<file path="src/design/ddo_pkg.sv">
// shared constants, types and tables for the wheel odometry block
package ddo_pkg;

  localparam int CORDIC_STEPS = 24;
  localparam int TIME_BITS    = 48;

  localparam int MUL_A_W   = 33;
  localparam int MUL_B_W   = 32;
  localparam int MUL_P_W   = MUL_A_W + MUL_B_W;
  localparam int MUL_DIGIT = 4;
  localparam int MUL_STEPS = MUL_B_W / MUL_DIGIT;
  localparam int DIV_W     = 64;

  localparam logic signed [31:0] PI_Q28      = 32'sd843314857;
  localparam logic signed [31:0] HALF_PI_Q28 = 32'sd421657428;
  localparam logic signed [33:0] CORDIC_GAIN = 34'sd652032874;
  localparam logic signed [33:0] ONE_Q30     = 34'sd1073741824;
  localparam logic [31:0]        US_PER_S    = 32'd1000000;

  typedef enum logic [1:0] {
    REG_METERS_PER_TICK = 2'd0,
    REG_INV_TRACK       = 2'd1,
    REG_LEFT_REV        = 2'd2,
    REG_RIGHT_REV       = 2'd3
  } cfg_reg_t;

  function automatic logic [29:0] atan_q30(input logic [4:0] i);
    logic [29:0] r;
    unique case (i)
      5'd0:  r = 30'd843314857;
      5'd1:  r = 30'd497837829;
      5'd2:  r = 30'd263043837;
      5'd3:  r = 30'd133525159;
      5'd4:  r = 30'd67021687;
      5'd5:  r = 30'd33543516;
      5'd6:  r = 30'd16775851;
      5'd7:  r = 30'd8388437;
      5'd8:  r = 30'd4194283;
      5'd9:  r = 30'd2097149;
      5'd10: r = 30'd1048576;
      5'd11: r = 30'd524288;
      5'd12: r = 30'd262144;
      5'd13: r = 30'd131072;
      5'd14: r = 30'd65536;
      5'd15: r = 30'd32768;
      5'd16: r = 30'd16384;
      5'd17: r = 30'd8192;
      5'd18: r = 30'd4096;
      5'd19: r = 30'd2048;
      5'd20: r = 30'd1024;
      5'd21: r = 30'd512;
      5'd22: r = 30'd256;
      5'd23: r = 30'd128;
      5'd24: r = 30'd64;
      5'd25: r = 30'd32;
      5'd26: r = 30'd16;
      5'd27: r = 30'd8;
      5'd28: r = 30'd4;
      5'd29: r = 30'd2;
      5'd30: r = 30'd1;
      default: r = 30'd0;
    endcase
    return r;
  endfunction

endpackage

</file>
<file path="src/design/ddo_div.sv">
// restoring divider, one quotient bit per cycle
module ddo_div
  import ddo_pkg::*;
(
  input  logic             clk,
  input  logic             rst,
  input  logic             start,
  input  logic [DIV_W-1:0] num,
  input  logic [DIV_W-1:0] den,
  output logic             done,
  output logic [DIV_W-1:0] quo
);

  localparam int CNT_W = $clog2(DIV_W);
  localparam logic [CNT_W-1:0] LAST = CNT_W'(DIV_W - 1);

  logic             busy;
  logic [CNT_W-1:0] cnt;
  logic [DIV_W-1:0] dreg;
  logic [DIV_W:0]   rem;
  logic [DIV_W:0]   rem_sh;
  logic             fits;

  assign rem_sh = {rem[DIV_W-1:0], quo[DIV_W-1]};
  assign fits   = rem_sh >= {1'b0, dreg};

  always_ff @(posedge clk) begin
    if (rst) begin
      busy <= 1'b0;
      done <= 1'b0;
      cnt  <= '0;
    end else begin
      done <= 1'b0;
      if (start) begin
        busy <= 1'b1;
        cnt  <= '0;
        dreg <= den;
        rem  <= '0;
        quo  <= num;
      end else if (busy) begin
        rem <= fits ? rem_sh - {1'b0, dreg} : rem_sh;
        quo <= {quo[DIV_W-2:0], fits};
        cnt <= cnt + 1'b1;
        if (cnt == LAST) begin
          busy <= 1'b0;
          done <= 1'b1;
        end
      end
    end
  end

endmodule

</file>
<file path="config.mk">
export PLATFORM = sky130hd
export DESIGN_NAME = ddo_div
export DESIGN_NICKNAME = d
export VERILOG_FILES = /design/src/design/ddo_pkg.sv /design/src/design/ddo_div.sv
export SDC_FILE = /design/constraint.sdc
export NUM_CORES = 1
export LEC_CHECK = 0
export BUFFER_PORTS_ARGS = -buffer_cell sky130_fd_sc_hd__buf_2
export CAP_MARGIN = 20
export CORE_MARGIN = 5
export CORE_UTILIZATION = 35
export DETAILED_ROUTE_END_ITERATION = 16
export SETUP_SLACK_MARGIN = 0.15
export SKIP_LAST_GASP = 1
export SLEW_MARGIN = 40
export SYNTH_ARGS = -nofsm -noshare
export SYNTH_HDL_FRONTEND = slang
export SYNTH_SLANG_ARGS = --single-unit
</file>
<file path="constraint.sdc">
create_clock -name clk -period 15.5 [get_ports clk]
set_input_delay 3.1 -clock clk [delete_from_list [all_inputs] [get_ports clk]]
set_output_delay 3.1 -clock clk [all_outputs]
set_load 0.02 [all_outputs]
</file>
==> results.md <==
- Final count of hold timing violations: 0
- Yosys warning total: 0
- DRT Pass-1 Iters: 5
- Distinct cells, synth: 71
- PostCTS Resize Cnt: 0
- Net Count, Synth: 1255
- CTS Sinks: 200
- Worst-path clk slew: 0.08 ns
- Max_cap viols: 0
- CP Launch Type: input pin
- Crit share post-route: 29.8%
- Ys flop type: edfxtp_1
- All-Layer GR Usage: 15.7%
- Crit. End Element: register
- Vias: 8608
- Total power: 1.57 mW
- Maximum vdd drop: 79.0 uV
- Number of setup violations in the final report: 0
- Max Slew Vio Count: 0
- Hold Crit Class: reg -> reg
- Fillcell total: 3235
- RSZ-0062 raised after global routing: no
- Routed Antenna Nets: 0
- Fraction of layout cells with a size suffix above 1: 27.2%
- Setup_tns: 0 ns
- Seq cells post-synth: 200
- Post-synth top area cell: edfxtp_1
- Number of global-route vias before repair: 8782
- Sequential fraction of the synthesis area: 49.5%
- CTS tree: yes
- Leak pwr: 5.87 nW
- H-tree depth: 4
- Clock tree root driver cell: clkbuf_16
- Req. time, crit path: 15.66 ns
- Antenna violations before repair: 8
- CTS Buf Count: 17
- Power Dens Cells: 113 nW/um^2
- Post-synth top area share: 48.2%
- First-pass GRT wire length: 48200 um
- Worst-Margin Slew: 0.794 ns
- Die width: 195 um
- Core area: 33600 um^2
- Max Fclk: 216 MHz
- Crit-path max FO: 83
- Fraction of registers with async set/reset: 0%
- CP bufs+invs: 2
- Type of the worst setup path: in -> reg
- # port buffers: 195
- GP Congestion: 0.915
- Synth area leaders: edfxtp_1, ha_1, mux2_2
- Area growth, synth to finish: 16.2%
- Clk_lat worst skew: 0.45 ns
- Rows: 67
- Total die area: 38000 um^2
- Initial Util: 35.6%
- I/O pin count: 196
- Die Y: 195 um
- Drt wl/cell: 17.9 um
- EDFF count, synth: 192
- Pin count of the biggest net entering global routing: 84
- Final clock skew: 0.0118 ns
- Avg Inst Size Synth: 11.3 um^2
- Setup bufs post-CTS: 0
- Critical-path top delay cell: buf_6
- CP Data Arrival Time: 4.78 ns
- Number of remaining DRC errors: 0
- Rel. slew slack: 47.1%
- Total Wirelength: 30400 um
- Via/cell ratio: 5.08
- Gr ovfl total: 0
- Top cell family by delay on the critical path: buffers and inverters
- Crit path time final: 4.62 ns
- Mapped Area: 12000 um^2
- Syn Inst Count: 1058
- Max clock buf depth: 2
- Crit-path cells: buf_4, buf_6, nand2b_1, o22ai_1
- Iteration-0 DRC Markers: 519
- Hold_buf cts: 0
- HPWL Detailed: 22600 um
- Net count, final: 1428
- Run status: completed
- Crit-path max cell delay: 0.64 ns
-- layout make-up --
| cell class | instances | area [um^2] | share of cell area [%] |
|---|---|---|---|
| tap | 448 | 561 | 4.03 |
| inverter | 91 | 342 | 2.46 |
| multi-input combinational | 720 | 5420 | 39.0 |
| clock buffer | 17 | 425 | 3.06 |
| antenna | 2 | 5.00 | 0.0360 |
| sequential | 200 | 5930 | 42.6 |
| clock inverter | 15 | 176 | 1.27 |
| timing repair buffer | 201 | 1050 | 7.56 |
-- logic make-up (layout without fill, tap and decap cells) --
kind of cell               count (synthesis)  count (layout)  share of synthesized area (%)
xor gates and xnor gates                  64              64                           4.68
adders and majority gates                 66              66                           6.96
other                                      0               2                              0
buffers and inverters                    138             324                           5.49
muxes                                    104             104                           9.37
and+or+nand+nor                          241             241                           9.55
DFF                                      200             200                           49.5
AOI/OAI and AO/OA                        245             245                           14.4
-- through the flow --
stage / cells / cell area, um^2 / worst slack, ns / utilization (%) / hold WS, ns
final: 1694 / 13900 / 10.88 / 41.4 / 0.499
after global routing: 1693 / 13900 / 10.46 / 41.4 / 0.560
after CTS: 1691 / 13900 / 10.90 / 41.3 / 0.501
after detailed placement: 1659 / 13300 / 10.40 / 39.5 / 0.489
after global placement: 1659 / 13300 / 10.21 / 39.4 / 0.469
after floorplan: 1058 / 12000 / 5.89 / - / 0.458
-- registers in the layout (all words and copies together), names as in the netlist --
register and cells:
rem 64, cnt 6, busy 1, quo 64, done 1, dreg 64
-- where the power goes --
part	leakage [nW]	switching [mW]	internal (mW)	total [mW]
Sequential	1.90	0.0227	0.650	0.672
Combinational	3.68	0.255	0.180	0.435
Clock	0.289	0.231	0.232	0.462
Total	5.87	0.509	1.06	1.57
-- final timing paths --
kind                         start                    end  slack (ns)  cells after the start
max                          start  rem[51]$_SDFFCE_PP0P_       10.88                      4
min            cnt[5]$_SDFFE_PP0P_    cnt[5]$_SDFFE_PP0P_        0.50                      2
max reg2reg  rem[14]$_SDFFCE_PP0P_   rem[2]$_SDFFCE_PP0P_       10.91                     13
min reg2reg    cnt[5]$_SDFFE_PP0P_    cnt[5]$_SDFFE_PP0P_        0.50                      2
-- cell usage after synthesis (3+ instances only) --
cell,count
or3_1,5
mux2i_1,40
o22ai_1,5
nor4_1,4
inv_1,91
nor3_1,4
edfxtp_1,192
nor2_1,94
a21o_1,36
buf_12,4
buf_6,5
o211ai_1,3
a211oi_2,19
ha_1,65
xnor2_1,36
buf_2,4
mux2_2,64
o21ai_0,34
o21a_1,3
a31oi_1,12
xor2_1,28
nand3_1,16
dfxtp_1,8
or2_2,3
o31a_1,5
o21bai_1,16
a311oi_1,3
nand2b_1,12
nor2b_1,9
nand4_1,18
a21oi_1,77
o21ai_1,6
nand2_1,59
clkbuf_1,29
and3_1,4
-- routing by layer --
metal	vias to the layer above	routed length (um)	track usage (%)
li1	4227	-	-
met1	4079	13800	20.8
met2	264	14000	25.2
met3	30	2180	5.25
met4	8	368	3.65
met5	-	42	0
-- worst min-delay path: stages, from the launching register on --
cell,delay [ns]
dfxtp_1,0.32
o21ai_0,0.07
a21oi_1,0.06
-- layout by cell type (no fill, tap or decap), types with 28 or more instances in the layout --
cell type / n
a21o_1: 36
a21oi_1: 77
buf_2: 194
edfxtp_1: 192
ha_1: 65
inv_1: 91
mux2_2: 64
mux2i_1: 40
nand2_1: 59
nor2_1: 93
o21ai_0: 34
xnor2_1: 36
xor2_1: 28
(Power assumes the default switching activity.)
