==> src/design/ddo_pkg.sv <==
// shared constants, types and tables for the wheel odometry block
package ddo_pkg;

  localparam int CORDIC_STEPS = 24;
  localparam int TIME_BITS    = 48;

  localparam int MUL_A_W   = 33;
  localparam int MUL_B_W   = 32;
  localparam int MUL_P_W   = MUL_A_W + MUL_B_W;
  localparam int MUL_DIGIT = 4;
  localparam int MUL_STEPS = MUL_B_W / MUL_DIGIT;
  localparam int DIV_W     = 64;

  localparam logic signed [31:0] PI_Q28      = 32'sd843314857;
  localparam logic signed [31:0] HALF_PI_Q28 = 32'sd421657428;
  localparam logic signed [33:0] CORDIC_GAIN = 34'sd652032874;
  localparam logic signed [33:0] ONE_Q30     = 34'sd1073741824;
  localparam logic [31:0]        US_PER_S    = 32'd1000000;

  typedef enum logic [1:0] {
    REG_METERS_PER_TICK = 2'd0,
    REG_INV_TRACK       = 2'd1,
    REG_LEFT_REV        = 2'd2,
    REG_RIGHT_REV       = 2'd3
  } cfg_reg_t;

  function automatic logic [29:0] atan_q30(input logic [4:0] i);
    logic [29:0] r;
    unique case (i)
      5'd0:  r = 30'd843314857;
      5'd1:  r = 30'd497837829;
      5'd2:  r = 30'd263043837;
      5'd3:  r = 30'd133525159;
      5'd4:  r = 30'd67021687;
      5'd5:  r = 30'd33543516;
      5'd6:  r = 30'd16775851;
      5'd7:  r = 30'd8388437;
      5'd8:  r = 30'd4194283;
      5'd9:  r = 30'd2097149;
      5'd10: r = 30'd1048576;
      5'd11: r = 30'd524288;
      5'd12: r = 30'd262144;
      5'd13: r = 30'd131072;
      5'd14: r = 30'd65536;
      5'd15: r = 30'd32768;
      5'd16: r = 30'd16384;
      5'd17: r = 30'd8192;
      5'd18: r = 30'd4096;
      5'd19: r = 30'd2048;
      5'd20: r = 30'd1024;
      5'd21: r = 30'd512;
      5'd22: r = 30'd256;
      5'd23: r = 30'd128;
      5'd24: r = 30'd64;
      5'd25: r = 30'd32;
      5'd26: r = 30'd16;
      5'd27: r = 30'd8;
      5'd28: r = 30'd4;
      5'd29: r = 30'd2;
      5'd30: r = 30'd1;
      default: r = 30'd0;
    endcase
    return r;
  endfunction

endpackage

==> src/design/ddo_mul.sv <==
// serial unsigned multiplier, one 4-bit digit of b per cycle
module ddo_mul
  import ddo_pkg::*;
(
  input  logic               clk,
  input  logic               rst,
  input  logic               start,
  input  logic [MUL_A_W-1:0] a,
  input  logic [MUL_B_W-1:0] b,
  output logic               done,
  output logic [MUL_P_W-1:0] prod
);

  localparam int SUM_W = MUL_A_W + MUL_DIGIT;
  localparam int CNT_W = $clog2(MUL_STEPS);
  localparam logic [CNT_W-1:0] LAST = CNT_W'(MUL_STEPS - 1);

  logic               busy;
  logic [CNT_W-1:0]   cnt;
  logic [MUL_A_W-1:0] areg;
  logic [MUL_A_W-1:0] hi;
  logic [MUL_B_W-1:0] lo;
  logic [SUM_W-1:0]   sum;

  // add one partial product, then shift the pair right by a digit
  assign sum  = SUM_W'(hi) + SUM_W'(areg) * SUM_W'(lo[MUL_DIGIT-1:0]);
  assign prod = {hi, lo};

  always_ff @(posedge clk) begin
    if (rst) begin
      busy <= 1'b0;
      done <= 1'b0;
      cnt  <= '0;
    end else begin
      done <= 1'b0;
      if (start) begin
        busy <= 1'b1;
        cnt  <= '0;
        areg <= a;
        hi   <= '0;
        lo   <= b;
      end else if (busy) begin
        hi  <= sum[SUM_W-1:MUL_DIGIT];
        lo  <= {sum[MUL_DIGIT-1:0], lo[MUL_B_W-1:MUL_DIGIT]};
        cnt <= cnt + 1'b1;
        if (cnt == LAST) begin
          busy <= 1'b0;
          done <= 1'b1;
        end
      end
    end
  end

endmodule

==> config.mk <==
export PLATFORM = sky130hd
export DESIGN_NAME = ddo_mul
export DESIGN_NICKNAME = d
export VERILOG_FILES = /design/src/design/ddo_pkg.sv /design/src/design/ddo_mul.sv
export SDC_FILE = /design/constraint.sdc
export NUM_CORES = 1
export LEC_CHECK = 0
export BUFFER_PORTS_ARGS = -buffer_cell sky130_fd_sc_hd__buf_2
export CORE_ASPECT_RATIO = 0.8
export CORE_UTILIZATION = 54
export CTS_BUF_LIST = sky130_fd_sc_hd__clkbuf_8
export CTS_CLUSTER_DIAMETER = 50
export DETAILED_ROUTE_END_ITERATION = 6
export PLACE_DENSITY = 0.9
export REMOVE_ABC_BUFFERS = 1
export SYNTH_ARGS = -nofsm -noshare
export SYNTH_HDL_FRONTEND = slang
export SYNTH_SLANG_ARGS = --single-unit
==> constraint.sdc <==
create_clock -name clk -period 5.6 [get_ports clk]
set_clock_uncertainty 0.1 [all_clocks]
set_input_delay 1.12 -clock clk [delete_from_list [all_inputs] [get_ports clk]]
set_output_delay 1.12 -clock clk [all_outputs]
set_load 0.005 [all_outputs]
==> flow_metrics.env <==
export IMPL_status="completed"
export IMPL_grt_pass1_vias=6842
export IMPL_clock_tree_htree_level_count=3
export IMPL_drive_gt1_share_pct=20.6
export IMPL_die_w_um=147
export IMPL_post_cts_repair_setup_buffers=0
export IMPL_io_pins=134
export IMPL_die_area_um2=17400
export IMPL_max_slew_worst_pin_slew_ps=1130
export IMPL_drv_slew=0
export IMPL_post_drt_wl_per_cell_um=16.5
export IMPL_timing_slew_headroom_pct=24.4
export IMPL_synth_top_cell_area_share_pct=32.4
export IMPL_yosysSeqAreaShare_pct=33.5
export IMPL_start_kind="register"
export IMPL_area_growth_pct=12.0
export IMPL_via_count=6541
export IMPL_power_per_cell_area_nw_per_um2=516
export IMPL_holdPathStages=2
export IMPL_final_net_count=1200
export IMPL_period_share_pct=93.1
export IMPL_max_cap_violations=0
export IMPL_worst_hold_path_type="reg -> reg"
export IMPL_grt_start_max_net_pins=77
export IMPL_syn_mean_instance_area_um2=10.4
export IMPL_cp_arrival_ps=5300
export IMPL_port_buffers=133
export IMPL_place_detailed_instances=1200
export IMPL_r2r_cells=14
export IMPL_cts_tree="done"
export IMPL_synth_ff_latch_count=103
export IMPL_yosys_cell_types_count=58
export IMPL_yosys_warnings=0
export IMPL_cts_path_max_buffers=2
export IMPL_unrepaired_setup_endpoints_after_global_routing="false"
export IMPL_critical_path_max_fanout=18
export IMPL_floorplan_initialDensity_pct=55.1
export IMPL_pre_cts_slack_ps=496
export IMPL_route_detailed_drc=0
export IMPL_max_clk_rate_mhz=192
export IMPL_worstSetupEndpointType="register"
export IMPL_worst_slack_ps=385
export IMPL_synth_async_sr_flop_share_pct=0
export IMPL_ys_top_cells_by_area="sky130_fd_sc_hd__edfxtp_1 (32%), sky130_fd_sc_hd__fa_1 (21%), sky130_fd_sc_hd__and2_1 (8.7%)"
export IMPL_vias_per_cell=5.38
export IMPL_globalplace_congestion=0.950
export IMPL_cts_hold_buffers_added=0
export IMPL_cts_made_buffers=9
export IMPL_core_area_um2=16500
export IMPL_grt_pass1_wl_um=33900
export IMPL_worstPathRequired_ps=5690
export IMPL_cell_with_the_most_instances_after_synthesis="sky130_fd_sc_hd__inv_1"
export IMPL_tns_ps=0
export IMPL_report_final_setup_viol=0
export IMPL_period_needed_ps=5210
export IMPL_postCtsResizedCells=0
export IMPL_netlist_instances=871
export IMPL_cts_clk_slew_worst_paths_ps=120
export IMPL_total_power_mw=5.25
export IMPL_tritoncts_num_sinks=103
export IMPL_finish_instance_area_um2=10200
export IMPL_initialDrtViolationCount=528
export IMPL_post_synth_instance_area_um2=9090
export IMPL_first_pass_iters=5
export IMPL_final_antenna_net_count=0
export IMPL_finish_cell_count_without_fillers=1216
export IMPL_initial_antenna_violation_count=0
export IMPL_r2r_setup_slack_ps=390
export IMPL_hold_viol_final=0
export IMPL_die_height_um=118
export IMPL_cts_root_buffer_cell="sky130_fd_sc_hd__clkbuf_8"
export IMPL_num_antenna_cells=0
export IMPL_synth_edf_count=98
export IMPL_total_wirelength_of_the_detailed_routed_design_um=20000
export IMPL_power_leakage_nw=4.69
export IMPL_synth_top_cells_by_count="sky130_fd_sc_hd__inv_1 (164), sky130_fd_sc_hd__and2_1 (126), sky130_fd_sc_hd__edfxtp_1 (98)"
export IMPL_ys_flop_type="sky130_fd_sc_hd__edfxtp_1"
export IMPL_netlist_top_cell_by_area="sky130_fd_sc_hd__edfxtp_1"
export IMPL_vdd_ir_drop_worst_mv=0.283
export IMPL_worstSkewPairLatency_ps=420
export IMPL_startpoint_to_endpoint_class_of_the_critical_path="reg -> reg"
export IMPL_floorplan_rows=42
export IMPL_placement_cell_area_um2=9960
export IMPL_grt_total_usage_pct=25.0
export IMPL_grt_ovfl_total=0
export IMPL_dp_final_hpwl_um=15100
==> registers in the layout (all words and copies together) (netlist names) <==
register  flops
hi           33
cnt           3
areg         33
done          1
busy          1
lo           32
==> critical path: stages (launching register included) <==
cell and delay [ps]:
sky130_fd_sc_hd__edfxtp_1 760, sky130_fd_sc_hd__and2_1 260, sky130_fd_sc_hd__fa_1 460, sky130_fd_sc_hd__fa_1 550, sky130_fd_sc_hd__inv_1 60, sky130_fd_sc_hd__fa_1 520
sky130_fd_sc_hd__inv_1 50, sky130_fd_sc_hd__ha_1 370, sky130_fd_sc_hd__a21oi_1 350, sky130_fd_sc_hd__o211ai_1 200, sky130_fd_sc_hd__a21boi_2 290, sky130_fd_sc_hd__nor2_1 80
sky130_fd_sc_hd__a311oi_2 440, sky130_fd_sc_hd__o31ai_1 150, sky130_fd_sc_hd__mux2_1 330
==> layout make-up <==
type | count | area [µm²]
Tap cell | 220 | 275
Clock inverter | 7 | 83.8
Timing Repair Buffer | 138 | 703
Inverter | 164 | 616
Sequential cell | 103 | 3040
Clock buffer | 9 | 124
Multi-Input combinational cell | 575 | 5330
Fill cell | 1296 | 6330
==> worst paths after layout <==
check	startpoint	to
setup / recovery	lo[2]	hi[26]
hold / removal	cnt[1]	cnt[1]
setup reg to reg	lo[2]	hi[26]
hold reg to reg	cnt[1]	cnt[1]
==> routing by layer <==
layer / share of wire, % / routed length (µm) / up-vias / track usage, %
met4: 1.3 / 269 / 0 / 6.51
met2: 47 / 9340 / 209 / 39.9
met3: 6.3 / 1270 / 23 / 5.81
li1: - / - / 3084 / -
met1: 46 / 9160 / 3225 / 34.4
met5: 0 / 0 / - / 0
==> metrics by stage <==
step / util, % / hold slack, ps
6_report: 61.6 / 452
5_1_grt: 61.6 / 473
4_1_cts: 61.6 / 456
3_5_place_dp: 60.4 / 436
3_3_place_gp: 60.4 / 416
2_1_floorplan: - / 388
==> where the power goes <==
group	internal (mW)	switching, mW
logic	1.40	2.12
clock network	0.217	0.312
registers	1.09	0.103
==> logic make-up (layout without fill, tap and decap cells) <==
group	count (synthesis)	count (layout)	synth area share, %
xor gates and xnor gates	27	27	2.60
and+or+nand+nor	257	257	15.3
AOI/OAI and AO/OA	112	112	8.68
muxes	38	38	4.68
buffers and inverters	193	318	8.04
adders and majority gates	141	141	27.2
DFF	103	103	33.5
==> layout by cell type, fill, tap and decap left out, drive strengths merged, types with 2 or more instances in the layout <==
cell / Yosys / layout
inv: 164 / 169
buf: 6 / 138
and2: 126 / 126
edfxtp: 98 / 98
fa: 94 / 94
ha: 47 / 47
nor2: 46 / 46
mux2: 36 / 36
a21oi: 35 / 35
nand2: 33 / 33
o21ai: 20 / 20
xor2: 15 / 15
nor3: 13 / 13
xnor2: 12 / 12
nand3: 12 / 12
a21o: 9 / 9
clkbuf: 23 / 9
nand4: 8 / 8
nor2b: 8 / 8
a211oi: 8 / 8
o211ai: 7 / 7
o21bai: 7 / 7
dfxtp: 5 / 5
a31oi: 3 / 3
a21boi: 3 / 3
o31ai: 3 / 3
a31o: 3 / 3
and4: 2 / 2
and3: 2 / 2
a221oi: 2 / 2
o22ai: 2 / 2
a311oi: 2 / 2
nor3b: 2 / 2
o21a: 2 / 2
mux2i: 2 / 2
or2: 2 / 2
(Power assumes the default switching activity.)
